==> src/rtl/chr_pkg.sv <==
// ----------------------------------------------------------------------------
// chr_pkg
// Shared types and constants of the checksum history recorder: operation
// codes, controller states, and the command and status groups that run
// between the controller and the datapath.
// ----------------------------------------------------------------------------
package chr_pkg;

  localparam int unsigned WORD_W     = 32;
  localparam int unsigned COUNT_W    = 64;
  localparam int unsigned POS_W      = 6;
  localparam int unsigned BCNT_W     = 3;
  localparam int unsigned BLKNUM_W   = 16;
  localparam int unsigned IN_TDATA_W  = 56;   // 32 + 3 + 16 = 51, padded to bytes
  localparam int unsigned OUT_TDATA_W = 104;  // 32 + 64 + 6 = 102, padded to bytes

  // in_tdata field offsets
  localparam int unsigned IN_WORD_LSB = 0;
  localparam int unsigned IN_BCNT_LSB = 32;
  localparam int unsigned IN_BLK_LSB  = 35;

  localparam logic [BCNT_W-1:0] FULL_WORD_BYTES = 3'd4;

  typedef enum logic [1:0] {
    OP_RECORD   = 2'd0,
    OP_CHECKSUM = 2'd1,
    OP_BLOCK    = 2'd2,
    OP_CLEAR    = 2'd3
  } op_t;

  typedef enum logic [2:0] {
    ST_IDLE,
    ST_HASH_RD,
    ST_HASH_ACC,
    ST_HASH_OUT,
    ST_BLK_RD,
    ST_BLK_OUT,
    ST_BAD_OUT
  } state_t;

  typedef enum logic [1:0] {
    SRC_HASH,
    SRC_ENTRY,
    SRC_BAD
  } out_src_t;

  typedef struct packed {
    logic     rec_word;    // fold one record word, commit on last
    logic     clear;       // return history state to reset
    logic     walk_start;  // start a walk over all blocks
    logic     blk_start;   // start a walk over one block
    logic     rd_en;       // read the entry at the walk address
    logic     hash_clr;    // restart the block hash
    logic     hash_acc;    // fold the read entry into the hash
    logic     ent_step;    // advance entry counter
    logic     blk_step;    // advance block counter
    logic     out_load;    // load the output register
    out_src_t out_src;
    logic     out_last;
  } chr_cmd_t;

  typedef struct packed {
    logic slot_free;  // output register empty or being taken
    logic ent_last;   // entry counter at last entry of a block
    logic blk_last;   // block counter at last block
    logic bad_blk;    // requested block number out of range
  } chr_sts_t;

endpackage

==> src/rtl/chr_ctrl.sv <==
// ----------------------------------------------------------------------------
// chr_ctrl
// Controller: accepts requests, sequences the memory walks of checksum and
// block requests, and drives datapath commands.
// ----------------------------------------------------------------------------
module chr_ctrl (
  input  logic              clk,
  input  logic              rst_n,
  input  logic              in_tvalid,
  output logic              in_tready,
  input  logic [1:0]        in_tuser,
  input  chr_pkg::chr_sts_t sts,
  output chr_pkg::chr_cmd_t cmd
);

  import chr_pkg::*;

  state_t state_r, state_nxt;
  logic   accept;
  op_t    op;

  assign op        = op_t'(in_tuser);
  assign in_tready = (state_r == ST_IDLE);
  assign accept    = in_tvalid && in_tready;

  always_ff @(posedge clk) begin
    if (!rst_n) begin
      state_r <= ST_IDLE;
    end else begin
      state_r <= state_nxt;
    end
  end

  // next state
  always_comb begin
    state_nxt = state_r;
    case (state_r)
      ST_IDLE: begin
        if (accept && op == OP_CHECKSUM) begin
          state_nxt = ST_HASH_RD;
        end else if (accept && op == OP_BLOCK) begin
          state_nxt = sts.bad_blk ? ST_BAD_OUT : ST_BLK_RD;
        end
      end
      ST_HASH_RD:  state_nxt = ST_HASH_ACC;
      ST_HASH_ACC: state_nxt = sts.ent_last ? ST_HASH_OUT : ST_HASH_RD;
      ST_HASH_OUT: begin
        if (sts.slot_free) begin
          state_nxt = sts.blk_last ? ST_IDLE : ST_HASH_RD;
        end
      end
      ST_BLK_RD:   state_nxt = ST_BLK_OUT;
      ST_BLK_OUT: begin
        if (sts.slot_free) begin
          state_nxt = sts.ent_last ? ST_IDLE : ST_BLK_RD;
        end
      end
      ST_BAD_OUT: begin
        if (sts.slot_free) begin
          state_nxt = ST_IDLE;
        end
      end
      default: state_nxt = ST_IDLE;
    endcase
  end

  // commands
  always_comb begin
    cmd = '0;
    cmd.out_src = SRC_HASH;
    case (state_r)
      ST_IDLE: begin
        cmd.rec_word   = accept && (op == OP_RECORD);
        cmd.clear      = accept && (op == OP_CLEAR);
        cmd.walk_start = accept && (op == OP_CHECKSUM);
        cmd.hash_clr   = accept && (op == OP_CHECKSUM);
        cmd.blk_start  = accept && (op == OP_BLOCK) && !sts.bad_blk;
      end
      ST_HASH_RD:  cmd.rd_en = 1'b1;
      ST_HASH_ACC: begin
        cmd.hash_acc = 1'b1;
        cmd.ent_step = 1'b1;
      end
      ST_HASH_OUT: begin
        cmd.out_load = sts.slot_free;
        cmd.out_src  = SRC_HASH;
        cmd.out_last = sts.blk_last;
        cmd.blk_step = sts.slot_free;
        cmd.hash_clr = sts.slot_free;
      end
      ST_BLK_RD:   cmd.rd_en = 1'b1;
      ST_BLK_OUT: begin
        cmd.out_load = sts.slot_free;
        cmd.out_src  = SRC_ENTRY;
        cmd.out_last = sts.ent_last;
        cmd.ent_step = sts.slot_free;
      end
      ST_BAD_OUT: begin
        cmd.out_load = sts.slot_free;
        cmd.out_src  = SRC_BAD;
        cmd.out_last = 1'b1;
      end
      default: cmd = '0;
    endcase
  end

endmodule

==> config.mk <==
export PLATFORM = sky130hd
export DESIGN_NAME = chr_ctrl
export DESIGN_NICKNAME = d
export VERILOG_FILES = /design/src/rtl/chr_pkg.sv /design/src/rtl/chr_ctrl.sv
export SDC_FILE = /design/constraint.sdc
export NUM_CORES = 1
export LEC_CHECK = 0
export BUFFER_PORTS_ARGS = -buffer_cell sky130_fd_sc_hd__buf_2
export CAP_MARGIN = 25
export CORE_AREA = 2 2 39 41
export DETAILED_ROUTE_END_ITERATION = 6
export DIE_AREA = 0 0 41 43
export SYNTH_ARGS = -nofsm -noshare
export SYNTH_HDL_FRONTEND = slang
export SYNTH_SLANG_ARGS = --single-unit
==> constraint.sdc <==
create_clock -name clk -period 1.6 [get_ports clk]
set_input_delay 0.24 -clock clk [delete_from_list [all_inputs] [get_ports clk]]
set_output_delay 0.24 -clock clk [all_outputs]
set_load 0.05 [all_outputs]
==> results.yml <==
global_route:
  antenna_found_initial: 0
  grt_pass1_wl_um: 1950
  grt.total_usage: 0.166
  grt_max_degree: 10
  grt_pass1_vias: 477
  grt.overflow.total: 0
yosys:
  syn-mean-instance-area_um2: 7.41
  ys_types: 33
  syn-num-nets: 62
  syn_area_um2: 393
  yosys_register_bits: 3
  synthCells: 53
  synth_edf_count: 0
  async_reset_ff_frac: 0
  synth_warnings: 0
  yosysSeqAreaShare: 0.153
  synth_flop_cell: "dfxtp_1"
timing:
  period_share: 1.05
  fmax_mhz: 595
  worst_slack_ns: -0.0818
  min_period_ns: 1.68
  rsz0062_at_grt: "true"
  worst_pin_slew_ns: 0.262
  finalSetupViolations: 5
  hold_viol_final: 0
  finalMaxSlewViolations: 0
  finalClockSkew_ns: 0.00115
  holdWs_ns: 0.306
  relSlewSlack: 0.825
final_layout:
  mostFrequentLayoutCell: "buf_2"
  areaGrowthSynthToFinish_pct: 101
  fillers: 133
  fin_nets: 99
  drive_above_1_share: 0.685
  antenna_cells: 0
  largest_reg_flops: 3
  final_cells: 105
  regMostFlops: "state_r"
  top_regs: "state_r: 3 flops"
  mostFrequentLayoutCells: "buf_2 (13), buf_4 (12), buf_6 (9), nand2_1 (7), clkbuf_4 (3)"
  final_area_um2: 791
clock_tree:
  tritoncts: "done"
  path_clk_slew_ns: 0.04
  htree_levels: 1
  clock_path_buffers: 2
  cts_made_buffers: 3
  clk_latency_ns: 0.23
  clock_sinks: 3
  cts-root-buf: "clkbuf_4"
critical_path:
  cp-end-kind: "output port"
  r2r_slack_ns: 0.03
  cp_top_family: "simple AND/OR/NAND/NOR gates"
  critPathMaxStageDelay_ns: 0.46
  arrival_ns: 1.44
  crit_slowest_cell: "or3_4"
  startpoint_type: "register"
  crit_fanout: 6
  crit_chain: "or3_4, nor4b_4, buf_6"
  critPathBufInv: 1
  crit_required_ns: 1.36
  setup.worst_path.class: "register to output port"
outcome:
  status: "finished, violations left"
  violations: "negative setup slack"
pwr:
  ir_drop_v: 0.00126
  cellPowerDensity_mw_per_mm2: 2020
  p_leak_uw: 0.000359
place:
  io_buffer_count: 22
  dp_cells: 91
  dp_slack_ns: 0.0510
  routabilityCongestion: 0.739
  place_hpwl_um: 818
  placed_area_um2: 591
detailed_routing:
  drc: 0
  detail-route-antenna-nets: 0
  vias_per_cell: 4.74
  wl_um: 1350
  first_iter_violations: 5
  post_drt_wl_per_cell_um: 12.8
  drt_first_pass_iters: 3
  vias: 498
hold_path:
  min_path_type: "primary input to register"
floorplanning:
  die_h_um: 43
  initial_core_util: 0.284
  die_area_mm2: 0.00176
  core_mm2: 0.00138
  rows: 14
  die_w_um: 41
  ioPinCount: 23
run:
  max_cap_viol_count: 0
[metal layers]
metal | part of all wire | GRT usage | up-vias
met2 | 0.52 | 0.266 | 21
li1 | - | - | 259
met5 | 0 | 0 | -
met4 | 0.010 | 0.107 | 0
met1 | 0.41 | 0.183 | 216
met3 | 0.062 | 0.0419 | 2
[worst register-to-register path, cell delays in order, from the launching register on]
cell and delay [ns]:
dfxtp_2 0.33, buf_6 0.12, buf_6 0.11, nand2b_4 0.07, o22a_1 0.22, buf_4 0.14, buf_4 0.13, o21bai_4 0.15
mux2i_1 0.21
[cell usage after synthesis, types with 2 or more instances]
master,number,share of area
a21o_1,2,0.038
buf_2,2,0.025
buf_6,2,0.057
dfxtp_1,3,0.15
inv_1,3,0.029
mux2i_1,2,0.051
nand2_1,7,0.067
nand3_1,2,0.025
nand3b_1,2,0.038
nor2_1,3,0.029
nor2b_1,2,0.032
nor3_1,2,0.025
[through the flow]
stage	TNS, ns	utilization	total power [uW]
CTS	-0.169	0.533	1470
floorplan	-0.497	-	986
global route	-0.446	0.571	1690
detailed placement	0	0.427	1120
global placement	0	0.427	1120
finish	-0.158	0.571	1600
[final timing paths]
check / from / endpoint / cells past startpoint
min: rst_n / state_r[2] / 3
max: state_r[0] / cmd[12] / 3
max reg2reg: state_r[0] / state_r[0] / 8
min reg2reg: state_r[2] / state_r[2] / 2
[logic make-up after synthesis]
family | synth area share
AO/OA/AOI/OAI | 0.264
XOR/XNOR | 0.0446
flip-flops | 0.153
AND/OR/NAND/NOR | 0.366
multiplexers | 0.0510
buffers and inverters | 0.121
[area by class of cell]
| cell class | count | area, um2 | share of cell area |
|---|---|---|---|
| clock buffer | 4 | 26.3 | 0.0332 |
| inverter | 4 | 18.8 | 0.0237 |
| multi-input combinational | 42 | 377 | 0.476 |
| sequential | 3 | 62.6 | 0.0791 |
| tap | 16 | 20.0 | 0.0253 |
| timing repair buffer | 36 | 287 | 0.362 |
[what timing repair did]
action,4_1_cts,5_1_grt
setup buffers,7,3
pin swaps,3,2
hold buffers,0,0
gates resized for setup,21,10
endpoints found under the setup margin,9,11
[report_power, final]
group          total, uW  internal (uW)  switching (uW)
Sequential           133            109            24.3
Clock                132           93.4            38.7
Combinational       1330            578             754
Total               1600            780             817
Power figures use the tool's default switching activity.
